`src/rtl/rvf_pkg.sv`:
```
`timescale 1ns / 1ps
package rvf_pkg;

  localparam logic [2:0] MODE_RAW     = 3'd0;
  localparam logic [2:0] MODE_INT8    = 3'd1;
  localparam logic [2:0] MODE_INT16   = 3'd2;
  localparam logic [2:0] MODE_UNIFORM = 3'd3;
  localparam logic [2:0] MODE_DOWNEY  = 3'd4;

  localparam logic [1:0] CORE_BOTH = 2'd0;
  localparam logic [1:0] CORE_XOR  = 2'd1;
  localparam logic [1:0] CORE_A    = 2'd2;

  localparam logic [1:0] REG_MODE  = 2'd0;
  localparam logic [1:0] REG_CORE  = 2'd1;
  localparam logic [1:0] REG_BOUND = 2'd2;
  localparam logic [1:0] REG_COUNT = 2'd3;

  localparam logic [6:0]  EXP_START  = 7'd126;
  localparam logic [4:0]  MANT_BITS  = 5'd23;
  localparam logic [7:0]  EXP_BIAS_LO = 8'd104;
  localparam logic [15:0] BYTE_MAX   = 16'h00FF;

  typedef struct packed {
    logic        two;
    logic [31:0] v0;
    logic        rl0;
    logic [31:0] v1;
    logic        rl1;
  } ent_t;

  typedef struct packed {
    logic        inm;
    logic [6:0]  ex;
    logic [22:0] man;
    logic [4:0]  tak;
  } dn_t;

  typedef struct packed {
    dn_t         s;
    logic        emit;
    logic [31:0] v;
  } dres_t;

  function automatic dres_t dn_byte(input dn_t s, input logic [7:0] bits,
                                    input logic stop_end);
    dres_t r;
    logic  stopped;
    r.s = s;
    r.emit = 1'b0;
    r.v = '0;
    stopped = 1'b0;
    for (int i = 0; i < 8; i++) begin
      if (!stopped) begin
        if (!r.s.inm) begin
          if (!bits[i] && r.s.ex != 7'd0) begin
            r.s.ex = r.s.ex - 7'd1;
          end else begin
            r.s.inm = 1'b1;
          end
        end else begin
          r.s.man = {r.s.man[21:0], bits[i]};
          r.s.tak = r.s.tak + 5'd1;
          if (r.s.tak >= MANT_BITS) begin
            r.emit = 1'b1;
            r.v = {1'b0, 1'b0, r.s.ex, r.s.man};
            r.s.inm = 1'b0;
            r.s.ex = EXP_START;
            r.s.man = '0;
            r.s.tak = '0;
            stopped = stop_end;
          end
        end
      end
    end
    return r;
  endfunction

  function automatic logic [15:0] cover_mask(input logic [15:0] b);
    logic [15:0] m;
    m = b;
    m = m | (m >> 1);
    m = m | (m >> 2);
    m = m | (m >> 4);
    m = m | (m >> 8);
    return m;
  endfunction

  function automatic logic [4:0] msb23(input logic [22:0] m);
    logic [4:0] p;
    p = '0;
    for (int i = 0; i < 23; i++) begin
      if (m[i]) begin
        p = 5'(i);
      end
    end
    return p;
  endfunction

endpackage

```
`src/rtl/random_variate_formatter.sv`:
```
`timescale 1ns / 1ps
// Items pass the two-phase front end, queue and output register. The front end
// takes a new item only as the last leaves, reading Downey bits one byte per
// cycle if the queue is not full. Results leave up to one per cycle unless stalled.
// Reset (synchronous, active low) clears all gathering, counting and Downey state,
// empties the queue and sets mode 0, core 0, bound 255 and count 1.
module random_variate_formatter (
  input  logic        clk,
  input  logic        rst_n,
  input  logic        in_valid,
  output logic        in_stall,
  input  logic [7:0]  in_rand_a,
  input  logic [7:0]  in_rand_b,
  output logic        out_valid,
  input  logic        out_stall,
  output logic [31:0] out_value,
  output logic        out_item_last,
  output logic        out_request_last,
  input  logic        psel,
  input  logic        penable,
  input  logic        pwrite,
  input  logic [3:0]  paddr,
  input  logic [31:0] pwdata,
  output logic [31:0] prdata,
  output logic        pready
);
  import rvf_pkg::*;

  logic [2:0]  mode_r;
  logic [1:0]  core_r;
  logic [15:0] bound_r, count_r;
  logic        wr, q_full, push;
  ent_t        push_ent;

  assign pready = 1'b1;
  assign wr = psel && penable && pwrite;

  always_ff @(posedge clk) begin
    if (!rst_n) begin
      mode_r <= MODE_RAW;
      core_r <= CORE_BOTH;
      bound_r <= BYTE_MAX;
      count_r <= 16'd1;
    end else if (wr) begin
      case (paddr[3:2])
        REG_MODE:  mode_r <= pwdata[2:0];
        REG_CORE:  core_r <= pwdata[1:0];
        REG_BOUND: bound_r <= pwdata[15:0];
        REG_COUNT: count_r <= pwdata[15:0];
        default: begin
        end
      endcase
    end
  end

  always_comb begin
    case (paddr[3:2])
      REG_MODE:  prdata = {29'd0, mode_r};
      REG_CORE:  prdata = {30'd0, core_r};
      REG_BOUND: prdata = {16'd0, bound_r};
      REG_COUNT: prdata = {16'd0, count_r};
      default:   prdata = '0;
    endcase
  end

  rvf_front u_front (
    .clk(clk), .rst_n(rst_n), .in_valid(in_valid), .in_stall(in_stall),
    .in_rand_a(in_rand_a), .in_rand_b(in_rand_b), .mode(mode_r),
    .core_sel(core_r), .bound(bound_r), .req_count(count_r),
    .q_full(q_full), .push(push), .push_ent(push_ent)
  );

  rvf_back u_back (
    .clk(clk), .rst_n(rst_n), .push(push), .push_ent(push_ent), .q_full(q_full),
    .out_valid(out_valid), .out_stall(out_stall), .out_value(out_value),
    .out_item_last(out_item_last), .out_request_last(out_request_last)
  );

endmodule

```
`src/rtl/rvf_front.sv`:
```
`timescale 1ns / 1ps
module rvf_front (
  input  logic                clk,
  input  logic                rst_n,
  input  logic                in_valid,
  output logic                in_stall,
  input  logic [7:0]          in_rand_a,
  input  logic [7:0]          in_rand_b,
  input  logic [2:0]          mode,
  input  logic [1:0]          core_sel,
  input  logic [15:0]         bound,
  input  logic [15:0]         req_count,
  input  logic                q_full,
  output logic                push,
  output rvf_pkg::ent_t       push_ent
);
  import rvf_pkg::*;

  logic        busy_r, busy_nxt, ph_r, ph_nxt;
  logic [7:0]  a_r, a_nxt, b_r, b_nxt;
  logic [1:0]  gather_r, gather_nxt;
  logic [23:0] wa_r, wa_nxt, wb_r, wb_nxt;
  logic [15:0] dlv_r, dlv_nxt;
  dn_t         dn_r, dn_nxt;
  logic        pend_r, pend_nxt, pend_rl_r, pend_rl_nxt;
  logic [31:0] pend_v_r, pend_v_nxt;
  logic        bp_r, bp_nxt, fl_r, fl_nxt;
  logic [15:0] bpa_r, bpa_nxt, bpb_r, bpb_nxt, bnd_r, bnd_nxt;
  logic [4:0]  pa_r, pa_nxt, pb_r, pb_nxt;

  logic        accept, fire;
  logic        c0, c1, end0, end1, c1e;
  logic [31:0] v0, v1;
  logic [15:0] d1, dmid, mask;
  dres_t       dr;
  logic [23:0] twa, twb;

  assign accept = in_valid && !in_stall;
  assign in_stall = busy_r && !(ph_r && !q_full);
  assign fire = busy_r && ph_r && !q_full;

  always_comb begin
    busy_nxt = busy_r;
    ph_nxt = ph_r;
    a_nxt = a_r;
    b_nxt = b_r;
    gather_nxt = gather_r;
    wa_nxt = wa_r;
    wb_nxt = wb_r;
    dlv_nxt = dlv_r;
    dn_nxt = dn_r;
    pend_nxt = pend_r;
    pend_rl_nxt = pend_rl_r;
    pend_v_nxt = pend_v_r;
    bp_nxt = bp_r;
    fl_nxt = fl_r;
    bpa_nxt = bpa_r;
    bpb_nxt = bpb_r;
    bnd_nxt = bnd_r;
    pa_nxt = pa_r;
    pb_nxt = pb_r;
    push = 1'b0;
    push_ent = '0;
    c0 = 1'b0;
    c1 = 1'b0;
    v0 = '0;
    v1 = '0;
    end0 = 1'b0;
    end1 = 1'b0;
    c1e = 1'b0;
    d1 = dlv_r + 16'd1;
    dmid = dlv_r;
    mask = cover_mask(bnd_r);
    dr = '0;
    twa = wa_r;
    twb = wb_r;

    if (busy_r && !ph_r) begin
      ph_nxt = 1'b1;
      bp_nxt = 1'b0;
      fl_nxt = 1'b0;
      pend_nxt = 1'b0;
      pend_rl_nxt = 1'b0;
      bpa_nxt = {8'd0, a_r};
      bpb_nxt = {8'd0, b_r};
      bnd_nxt = bound;
      case (mode)
        MODE_INT8: begin
          bp_nxt = 1'b1;
          bnd_nxt = (bound > BYTE_MAX) ? BYTE_MAX : bound;
        end
        MODE_INT16: begin
          if (bound <= BYTE_MAX) begin
            gather_nxt = 2'd0;
            bp_nxt = 1'b1;
          end else if (gather_r == 2'd0) begin
            wa_nxt = {16'd0, a_r};
            wb_nxt = {16'd0, b_r};
            gather_nxt = 2'd1;
          end else begin
            wa_nxt = {8'd0, a_r, wa_r[7:0]};
            wb_nxt = {8'd0, b_r, wb_r[7:0]};
            gather_nxt = 2'd0;
            bp_nxt = 1'b1;
            bpa_nxt = {a_r, wa_r[7:0]};
            bpb_nxt = {b_r, wb_r[7:0]};
          end
        end
        MODE_UNIFORM: begin
          if (gather_r == 2'd0) begin
            wa_nxt = {16'd0, a_r};
            wb_nxt = {16'd0, b_r};
            gather_nxt = 2'd1;
          end else if (gather_r == 2'd1) begin
            wa_nxt = {8'd0, a_r, wa_r[7:0]};
            wb_nxt = {8'd0, b_r, wb_r[7:0]};
            gather_nxt = 2'd2;
          end else begin
            twa = {a_r, wa_r[15:0]};
            twb = {b_r, wb_r[15:0]};
            wa_nxt = twa;
            wb_nxt = twb;
            gather_nxt = 2'd0;
            fl_nxt = 1'b1;
            pa_nxt = msb23(twa[22:0]);
            pb_nxt = msb23(twb[22:0]);
          end
        end
        MODE_DOWNEY: begin
          dr = dn_byte(dn_r, a_r, d1 == req_count);
          dn_nxt = dr.s;
          if (dr.emit) begin
            pend_nxt = 1'b1;
            pend_v_nxt = dr.v;
            pend_rl_nxt = (d1 == req_count);
            dlv_nxt = (d1 == req_count) ? 16'd0 : d1;
          end
        end
        default: begin
        end
      endcase
    end

    if (fire) begin
      busy_nxt = 1'b0;
      ph_nxt = 1'b0;
      case (mode)
        MODE_RAW: begin
          end0 = (d1 == req_count);
          dlv_nxt = end0 ? 16'd0 : d1;
          push = 1'b1;
          if (core_sel == CORE_BOTH) begin
            push_ent = '{two: 1'b1, v0: {24'd0, a_r}, rl0: 1'b0,
                         v1: {24'd0, b_r}, rl1: end0};
          end else begin
            if (core_sel == CORE_XOR) begin
              v0 = {24'd0, a_r ^ b_r};
            end else if (core_sel == CORE_A) begin
              v0 = {24'd0, a_r};
            end else begin
              v0 = {24'd0, b_r};
            end
            push_ent = '{two: 1'b0, v0: v0, rl0: end0, v1: '0, rl1: 1'b0};
          end
        end
        MODE_DOWNEY: begin
          if (pend_r) begin
            push = 1'b1;
            push_ent = '{two: 1'b0, v0: pend_v_r, rl0: pend_rl_r, v1: '0, rl1: 1'b0};
            if (!pend_rl_r) begin
              dr = dn_byte(dn_r, b_r, d1 == req_count);
              dn_nxt = dr.s;
            end
          end else begin
            dr = dn_byte(dn_r, b_r, d1 == req_count);
            dn_nxt = dr.s;
            c0 = dr.emit;
            v0 = dr.v;
          end
        end
        default: begin
          if (bp_r) begin
            c0 = (bpa_r & mask) <= bnd_r;
            c1 = (bpb_r & mask) <= bnd_r;
            v0 = {16'd0, bpa_r & mask};
            v1 = {16'd0, bpb_r & mask};
          end else if (fl_r) begin
            c0 = 1'b1;
            c1 = 1'b1;
            v0 = (wa_r[22:0] == 23'd0) ? 32'd0 :
                 {1'b0, EXP_BIAS_LO + {3'd0, pa_r},
                  23'(wa_r[22:0] << (5'd23 - pa_r))};
            v1 = (wb_r[22:0] == 23'd0) ? 32'd0 :
                 {1'b0, EXP_BIAS_LO + {3'd0, pb_r},
                  23'(wb_r[22:0] << (5'd23 - pb_r))};
          end
        end
      endcase
      if (c0 || c1) begin
        end0 = c0 && (d1 == req_count);
        dmid = c0 ? (end0 ? 16'd0 : d1) : dlv_r;
        c1e = c1 && !end0;
        end1 = c1e && ((dmid + 16'd1) == req_count);
        dlv_nxt = c1e ? (end1 ? 16'd0 : dmid + 16'd1) : dmid;
        push = 1'b1;
        if (c0 && c1e) begin
          push_ent = '{two: 1'b1, v0: v0, rl0: end0, v1: v1, rl1: end1};
        end else if (c0) begin
          push_ent = '{two: 1'b0, v0: v0, rl0: end0, v1: '0, rl1: 1'b0};
        end else begin
          push_ent = '{two: 1'b0, v0: v1, rl0: end1, v1: '0, rl1: 1'b0};
        end
      end
    end

    if (accept) begin
      busy_nxt = 1'b1;
      ph_nxt = 1'b0;
      a_nxt = in_rand_a;
      b_nxt = in_rand_b;
    end
  end

  always_ff @(posedge clk) begin
    if (!rst_n) begin
      busy_r <= 1'b0;
      ph_r <= 1'b0;
      gather_r <= '0;
      wa_r <= '0;
      wb_r <= '0;
      dlv_r <= '0;
      dn_r <= '{inm: 1'b0, ex: EXP_START, man: '0, tak: '0};
      pend_r <= 1'b0;
      bp_r <= 1'b0;
      fl_r <= 1'b0;
    end else begin
      busy_r <= busy_nxt;
      ph_r <= ph_nxt;
      gather_r <= gather_nxt;
      wa_r <= wa_nxt;
      wb_r <= wb_nxt;
      dlv_r <= dlv_nxt;
      dn_r <= dn_nxt;
      pend_r <= pend_nxt;
      bp_r <= bp_nxt;
      fl_r <= fl_nxt;
    end
  end

  always_ff @(posedge clk) begin
    a_r <= a_nxt;
    b_r <= b_nxt;
    pend_rl_r <= pend_rl_nxt;
    pend_v_r <= pend_v_nxt;
    bpa_r <= bpa_nxt;
    bpb_r <= bpb_nxt;
    bnd_r <= bnd_nxt;
    pa_r <= pa_nxt;
    pb_r <= pb_nxt;
  end

endmodule

```
`src/rtl/rvf_back.sv`:
```
`timescale 1ns / 1ps
module rvf_back (
  input  logic          clk,
  input  logic          rst_n,
  input  logic          push,
  input  rvf_pkg::ent_t push_ent,
  output logic          q_full,
  output logic          out_valid,
  input  logic          out_stall,
  output logic [31:0]   out_value,
  output logic          out_item_last,
  output logic          out_request_last
);
  import rvf_pkg::*;

  ent_t        q_r [2];
  logic        wp_r, wp_nxt, rp_r, rp_nxt, idx_r, idx_nxt;
  logic [1:0]  cnt_r, cnt_nxt;
  logic        ov_r, ov_nxt, il_r, il_nxt, rl_r, rl_nxt;
  logic [31:0] val_r, val_nxt;
  logic        adv, pop;
  ent_t        head;

  assign q_full = (cnt_r == 2'd2);
  assign head = q_r[rp_r];
  assign adv = !ov_r || !out_stall;

  always_comb begin
    wp_nxt = wp_r;
    rp_nxt = rp_r;
    idx_nxt = idx_r;
    ov_nxt = ov_r;
    il_nxt = il_r;
    rl_nxt = rl_r;
    val_nxt = val_r;
    pop = 1'b0;
    if (adv) begin
      if (cnt_r != 2'd0) begin
        ov_nxt = 1'b1;
        val_nxt = idx_r ? head.v1 : head.v0;
        rl_nxt = idx_r ? head.rl1 : head.rl0;
        il_nxt = idx_r || !head.two;
        if (idx_r || !head.two) begin
          pop = 1'b1;
          idx_nxt = 1'b0;
          rp_nxt = !rp_r;
        end else begin
          idx_nxt = 1'b1;
        end
      end else begin
        ov_nxt = 1'b0;
      end
    end
    if (push) begin
      wp_nxt = !wp_r;
    end
    cnt_nxt = cnt_r + {1'b0, push} - {1'b0, pop};
  end

  always_ff @(posedge clk) begin
    if (!rst_n) begin
      wp_r <= 1'b0;
      rp_r <= 1'b0;
      idx_r <= 1'b0;
      cnt_r <= '0;
      ov_r <= 1'b0;
    end else begin
      wp_r <= wp_nxt;
      rp_r <= rp_nxt;
      idx_r <= idx_nxt;
      cnt_r <= cnt_nxt;
      ov_r <= ov_nxt;
    end
  end

  always_ff @(posedge clk) begin
    if (push) begin
      q_r[wp_r] <= push_ent;
    end
    val_r <= val_nxt;
    il_r <= il_nxt;
    rl_r <= rl_nxt;
  end

  assign out_valid = ov_r;
  assign out_value = val_r;
  assign out_item_last = il_r;
  assign out_request_last = rl_r;

`ifndef SYNTHESIS
  a_cnt_range: assert property (@(posedge clk) disable iff (!rst_n) cnt_r != 2'd3)
    else $error("queue count out of range");
  a_idx_empty: assert property (@(posedge clk) disable iff (!rst_n)
    cnt_r == 2'd0 |-> idx_r == 1'b0)
    else $error("second result pending with empty queue");
  a_no_overflow: assert property (@(posedge clk) disable iff (!rst_n)
    push |-> cnt_r != 2'd2)
    else $error("item pushed into full queue");
`endif

endmodule

```
`config.mk`:
```
export PLATFORM = sky130hd
export DESIGN_NAME = random_variate_formatter
export DESIGN_NICKNAME = d
export VERILOG_FILES = /design/src/rtl/rvf_pkg.sv /design/src/rtl/random_variate_formatter.sv /design/src/rtl/rvf_front.sv /design/src/rtl/rvf_back.sv
export SDC_FILE = /design/constraint.sdc
export NUM_CORES = 2
export LEC_CHECK = 0
export ABC_AREA = 1
export BUFFER_PORTS_ARGS = -buffer_cell sky130_fd_sc_hd__buf_2
export CORE_ASPECT_RATIO = 0.75
export CORE_UTILIZATION = 45
export DETAILED_ROUTE_END_ITERATION = 7
export PLACE_DENSITY_LB_ADDON = 0.25
export SYNTH_ARGS = -nofsm -noshare
export SYNTH_HDL_FRONTEND = slang
export SYNTH_HIERARCHICAL = 1
export SYNTH_SLANG_ARGS = --single-unit
```
`constraint.sdc`:
```
create_clock -name clk -period 36.9 [get_ports clk]
set_clock_uncertainty 0.05 [all_clocks]
set_input_delay 5.535 -clock clk [delete_from_list [all_inputs] [get_ports clk]]
set_output_delay 5.535 -clock clk [all_outputs]
set_load 0.01 [all_outputs]
```
* Word level (Yosys, flattened, before mapping)
Memory sizes are Yosys's and may differ from the RTL's. A register that Yosys moved wholly into a read port is not among the register bits.
Index checks and enable logic that the tools add are counted.
** Storage, ports and cells
- Bits in registers :: 289
- Bits in writable memories :: 134
- Input bits :: 59
- Output and inout port bits :: 69
- Word-level logic and storage cells :: 723
- Memories :: 1
** Memories
- u_back.q_r :: words 2, width 67, read ports 1, clocked after Yosys merged registers in 1, wr ports 1, line rvf_back.sv:16 : ent_t q_r [2];
** Operators by class
- $add $sub $neg :: 52
- Magnitude comparators :: 26
- Eq/ne operators :: 17
- Shift operators :: 2
- Muxes and demuxes :: 455
- Bitwise gates (word level) :: 11
- Reduce and logical (&&, ||, !) cells :: 115
** Operators with widths (count)
- $mux W69 :: 109
- $mux W61 :: 23
- $mux W32 :: 9
- $mux W67 :: 4
- $mux W16 :: 15
- $mux W8 :: 30
- $mux W36 :: 6
- $mux W1 :: 174
- $mux W7 :: 23
- $reduce_bool A7 Y1 :: 22
- $sub A7 B1 Y7 const B :: 22
- $mux W23 :: 6
- $pmux W67 S2 :: 1
- $mux W66 :: 2
- $pmux W32 S4 :: 1
- $add A5 B1 Y5 const B :: 22
- $ge A5 B5 Y1 const B :: 22
- $pmux W23 S2 :: 2
- $mux W4 :: 16
- $pmux W32 S2 :: 1
- $mux W31 :: 2
- $mux W3 :: 16
- $logic_not A23 Y1 :: 2
- $shl A23 B5 Y23 :: 2
- 40 further kinds :: 146

* Depth between registers and ports, before layout
- Word-level depth :: 73
- Mapped depth :: 101
- Gate-level depth less buffers :: 97

* Modules after synthesis
Netlist, hierarchy kept.
** By module, submodules not included
- rvf_front :: times used 1, cells each 5304, area each 30580.6 um2, seq. area each 5235.0 um2
- rvf_back :: times used 1, cells each 400, area each 6312.3 um2, seq. area each 5185.0 um2
- random_variate_formatter :: times used 1, cells each 271, area each 1866.8 um2, seq. area each 740.7 um2

* Least setup slack after synthesis
OpenSTA, ideal clock, no wires.
- Path kind :: register -> register
- Start point :: register u_front/dn_r[0] (netlist name)
- End point :: memory u_back/q_r[0][0] (netlist name) (enable)
- Setup time :: 492 ps
- Arrival time :: 11610 ps
- Required time :: 36358 ps
- Path slack :: 24748 ps
- Cell stages (with the launch flop) :: 84
- Buffers on the path :: 6
- Period minus slack after synthesis :: 12152 ps
- Cells stage by stage :: dfxtp_1 -> buf_2 -> inv_1 -> ha_1 -> o21bai_1 -> nand2_1 -> nand2_2 -> nand3_4 -> nand2_1 -> inv_1 -> ha_1 -> nand3_1 -> nand2_1 -> inv_2 -> nand2_1 -> nand2_1 -> nand2_2 -> buf_6 -> [... 48 more ...] -> inv_1 -> ha_1 -> inv_1 -> nand3_1 -> nand2_1 -> nand3_1 -> nand3_2 -> nand3_4 -> nand2_2 -> nand2_4 -> nand2_4 -> buf_6 -> buf_6 -> buf_4 -> nor2_2 -> a21oi_1 -> inv_1 -> nor2_1
** Between the ends
- Longest elaborated chain between the ends :: 68
- Elaborated cells on any way between the ends :: 144
- Classes of those cells :: add/sub: 13; order compare: 8; mux: 110; reduce/logical: 13
** Ends and longest elaborated chain
- from (decl) :: line rvf_front.sv:24 : dn_t dn_r, dn_nxt;
- from (signal assigned) :: line rvf_front.sv:232 : dn_r <= '{inm: 1'b0, ex: EXP_START, man: '0, tak: '0};
- from (signal assigned) :: line rvf_front.sv:243 : dn_r <= dn_nxt;
- $add A5 B1 Y5 :: line rvf_pkg.sv:63 : r.s.tak = r.s.tak + 5'd1;
- $ge A5 B5 Y1 :: line rvf_pkg.sv:64 : if (r.s.tak >= MANT_BITS) begin
- $mux W69 :: line rvf_pkg.sv:64
- $mux W61 :: line rvf_pkg.sv:55 : if (!r.s.inm) begin
- $mux W69 :: line rvf_front.sv:167 : if (pend_r) begin
- $mux W69 :: line rvf_front.sv:147 : case (mode)
- $mux W69 :: line rvf_front.sv:144 : if (fire) begin
- $add A5 B1 Y5 :: line rvf_pkg.sv:63
- [... 53 more ...]
- $pmux W1 S2 * :: line rvf_front.sv:147
- $mux W1 * :: line rvf_front.sv:144
- $logic_or A1 B1 Y1 * :: line rvf_front.sv:199 : if (c0 || c1) begin
- $mux W1 * :: line rvf_front.sv:199
- $mux W1 * :: line rvf_front.sv:144
- net push :: line random_variate_formatter.sv:32 : logic wr, q_full, push;
- $mux W1 * :: line rvf_back.sv:77 : if (push) begin
- $mux W1 (not written as such) * :: line rvf_back.sv:78 : q_r[wp_r] <= push_ent;
- to (decl) :: line rvf_back.sv:16
The timed path passes the listed nets; every way through them passes the cells marked *. The select of a mux whose other input is x is not followed.

==> key figures <==
Worst setup path
  – Capture point of the worst path: u_back/q_r[0][33]
  – Critical Path End Type: flop
  – Worst-path maximum fanout: 64
  – Reg-to-Reg Start: u_front/dn_r[0]
  – Kind of launch point of the worst setup path: flop
  – Slowest cell on crit path: sky130_fd_sc_hd__inv_2
  – Data arrival time of the critical path: 16.66 ns
  – Class of the most critical setup path: flop to flop
  – Largest stage delay on the critical path: 0.69 ns
  – Launching instance or port of the critical path: u_front/dn_r[0]
  – Internal reg-to-reg setup slack: 20.50 ns
  – Critical path's most frequent cell: sky130_fd_sc_hd__nand2_1
  – Data required time of the critical path: 37.17 ns
  – R2R depth: 80
  – Critical R2R Capture: u_back/q_r[0][33]

GRT
  – Overall fraction of global-route tracks in use: 32.5%
  – Global-route wire length before repair: 221000 um
  – Total congestion overflow: 0
  – Largest net degree at the start of global routing: 90
  – Number of antenna violations at the first check in global routing: 3
  – Number of global-route vias before repair: 36559

Clock network
  – Count of buffers added by post-CTS timing repair for setup: 0
  – Post-CTS resize count: 0
  – Clock root buffer: sky130_fd_sc_hd__clkbuf_16
  – Clock insertion delay at the later pin of the skew report: 0.57 ns
  – Hold-fix buffers at CTS: 0
  – TritonCTS sink count: 421
  – Clock-pin slew reported for the worst setup and hold paths after clock tree synthesis: 0.06 ns
  – CTS max path bufs: 3
  – Clock tree from TritonCTS: built
  – Clock buffers created by TritonCTS: 40
  – H-tree levels: 2

Synthesis
  – Post-synthesis register bit count: 421
  – Share of flip-flops with an asynchronous set or reset after synthesis: 0%
  – Number of flops mapped to enable cells by yosys: 273
  – Count of unique library cells instantiated by Yosys: 73
  – Post-Synthesis Cell Area: 38800 um2
  – Sequential area share after synthesis: 28.8%
  – Cells after synthesis: 5975
  – Most instantiated flip-flop cell in the synthesis netlist: sky130_fd_sc_hd__edfxtp_1
  – Mean instance size in the synthesized netlist: 6.49 um2
  – Syn. warnings: 6

Floorplan
  – Number of placement rows: 92
  – Total core area: 84600 um2
  – Die height: 256 um
  – Die outline area: 87300 um2
  – Initial Utilization: 45.8%
  – Overall die width: 341 um
  – I/O Pins: 128

Cells and area
  – Layout net count: 5981
  – Non-Filler Instances: 6987
  – Most used cells in the layout excluding fill and tap cells: sky130_fd_sc_hd__nand2_1 (1519), sky130_fd_sc_hd__inv_1 (699), sky130_fd_sc_hd__o21ai_0 (527), sky130_fd_sc_hd__nor2_1 (513), sky130_fd_sc_hd__nand3_1 (337)
  – End-of-flow core utilization: 48.2%
  – Most common cell after layout, fill and taps aside: sky130_fd_sc_hd__nand2_1
  – Fraction of final layout cells with drive strength greater than 1: 8.26%
  – Post-synthesis to final-layout area growth: 5.30%

STA
  – Final Hold Vio Count: 0
  – Tightest Pin Transition: 1.52 ns
  – Sum of negative setup slack: 0 ns
  – Pins over their slew limit: 3
  – Number of setup violations in the final report: 0
  – Final worst-path cycle share: 44.4%
  – Final min period: 16.40 ns
  – Fmax: 61.0 MHz
  – Fin Hold WS: 0.440 ns
  – Unrepaired setup endpoints after global routing: false
  – Max_slew headroom: -1.85%

Placement
  – Estimated wirelength of the detail-placed design: 112000 um
  – Final estimated routing congestion in global placement: 1.06
  – Inst Count DP: 6914
  – Buffers added on ports: 92

Status
  – Violated checks: design-rule violations, max-capacitance violations, max-slew violations
  – Status: complete, but fails checks

Power and ir drop
  – Static leakage: 17.5 nW
  – Power Total: 1.90 mW
  – Worst vdd ir: 101 uV
  – Pwr/cell area: 46.5 nW/um2

Job
  – Number of max-capacitance violations reported: 1

Route
  – Detailed-routing iteration count for the pre-antenna-repair pass: 8
  – Count of routing violations after the opening detailed-route iteration: 6780
  – Post-Route WL: 148000 um
  – Number of vias per cell after detailed routing: 6.01
  – Routed wirelength normalized by instance count: 21.2 um
  – Via total after detailed routing: 42022
  – Antenna Nets Post-Route: 0
  – DRC violations left: 11

Worst hold path
  – Hold path startpoint: u_back/out_valid
  – Worst min-delay path class: flop to flop
flip-flops by register name, indices dropped and copies added, names as in the netlist, 23 cells and up, named ones only:
signal / count
u_front/dn_r: 35
u_front/wa_r: 23
u_front/wb_r: 23
u_back/q_r: 134
u_front/pend_v_r: 30
u_back/out_value: 32
worst max-delay path: cells and delay by family, from the launching register on:
family,cells,cell delay [ns]
and+or+nand+nor,54,9.65
adders and majority gates,6,1.53
xor gates and xnor gates,1,0.15
buffers and inverters,15,3.17
AOI/OAI and AO/OA,4,0.83
DFF,1,0.56
area by class of cell:
type | instances | area (um2)
Clock buffer | 53 | 1110
Timing Repair Buffer | 149 | 888
Fill cell | 8791 | 43800
Clock inverter | 19 | 196
Sequential cell | 421 | 11200
Tap cell | 1128 | 1410
Antenna cell | 1 | 2.50
Multi-Input combinational cell | 4446 | 23100
Inverter | 770 | 2890
cell usage after synthesis (20+ instances only):
cell type / count / area (um2)
sky130_fd_sc_hd__o221ai_1: 31 / 272
sky130_fd_sc_hd__o21ai_0: 527 / 2640
sky130_fd_sc_hd__a31oi_1: 44 / 275
sky130_fd_sc_hd__nand4_1: 67 / 419
sky130_fd_sc_hd__buf_2: 42 / 210
sky130_fd_sc_hd__xor2_1: 33 / 289
sky130_fd_sc_hd__nand3_1: 337 / 1690
sky130_fd_sc_hd__a22oi_1: 62 / 465
sky130_fd_sc_hd__nor3_1: 65 / 325
sky130_fd_sc_hd__edfxtp_1: 273 / 8200
sky130_fd_sc_hd__dfxtp_1: 148 / 2960
sky130_fd_sc_hd__a211oi_1: 39 / 293
sky130_fd_sc_hd__ha_1: 94 / 1180
sky130_fd_sc_hd__nor2_2: 24 / 150
sky130_fd_sc_hd__buf_4: 35 / 263
sky130_fd_sc_hd__nor2_1: 519 / 1950
sky130_fd_sc_hd__a21oi_1: 237 / 1190
sky130_fd_sc_hd__inv_1: 701 / 2630
sky130_fd_sc_hd__inv_2: 54 / 203
sky130_fd_sc_hd__mux2i_1: 25 / 250
sky130_fd_sc_hd__nand2_2: 66 / 413
sky130_fd_sc_hd__nand2_1: 1519 / 5700
sky130_fd_sc_hd__o21ai_1: 66 / 330
sky130_fd_sc_hd__clkbuf_1: 236 / 886
sky130_fd_sc_hd__o22ai_1: 265 / 1660
sky130_fd_sc_hd__nand3_2: 24 / 240
sky130_fd_sc_hd__o2111ai_1: 32 / 280
sky130_fd_sc_hd__buf_6: 20 / 225
sky130_fd_sc_hd__o211ai_1: 131 / 983
sky130_fd_sc_hd__nand2_4: 20 / 225
worst min path at each step:
stage                       end  slack [ns]  cells after the start
6_report       u_back/out_valid        0.44                      2
5_1_grt        u_front/wb_r[18]        0.47                      2
4_1_cts        u_back/out_valid        0.44                      2
3_5_place_dp   u_front/wb_r[22]        0.43                      2
3_3_place_gp       u_front/fl_r        0.42                      2
2_1_floorplan        bound_r[0]        0.40                      2
cells by family after synthesis:
| logic type | synth area share [%] |
|---|---|
| and+or+nand+nor | 30.7 |
| AOI/OAI and AO/OA | 23.9 |
| buffers and inverters | 11.8 |
| DFF | 28.8 |
| adders and majority gates | 3.03 |
| xor gates and xnor gates | 1.16 |
| muxes | 0.646 |
| other | 0.0291 |
through the flow:
| step | area, um2 | worst slack, ns |
|---|---|---|
| after CTS | 40800 | 21.05 |
| after floorplan | 38800 | 24.75 |
| final | 40800 | 20.50 |
| after detailed placement | 39500 | 21.10 |
| after global placement | 39500 | 21.26 |
| after global routing | 40800 | 19.41 |
metal layers:
layer | part of all wire, % | wire, um | global-route usage [%] | vias to the layer above
li1 | - | - | - | 19961
met1 | 44 | 65500 | 49.3 | 19402
met2 | 38 | 56600 | 43.4 | 2415
met3 | 15 | 21600 | 10.5 | 238
met4 | 2.9 | 4340 | 8.18 | 6
met5 | 0.030 | 45 | 0.329 | -
power by group:
part	switching (mW)	internal, mW	total (mW)
clock network	0.189	0.241	0.430
registers	0.0168	0.552	0.569
logic	0.652	0.247	0.899
(Power assumes the default switching activity.)
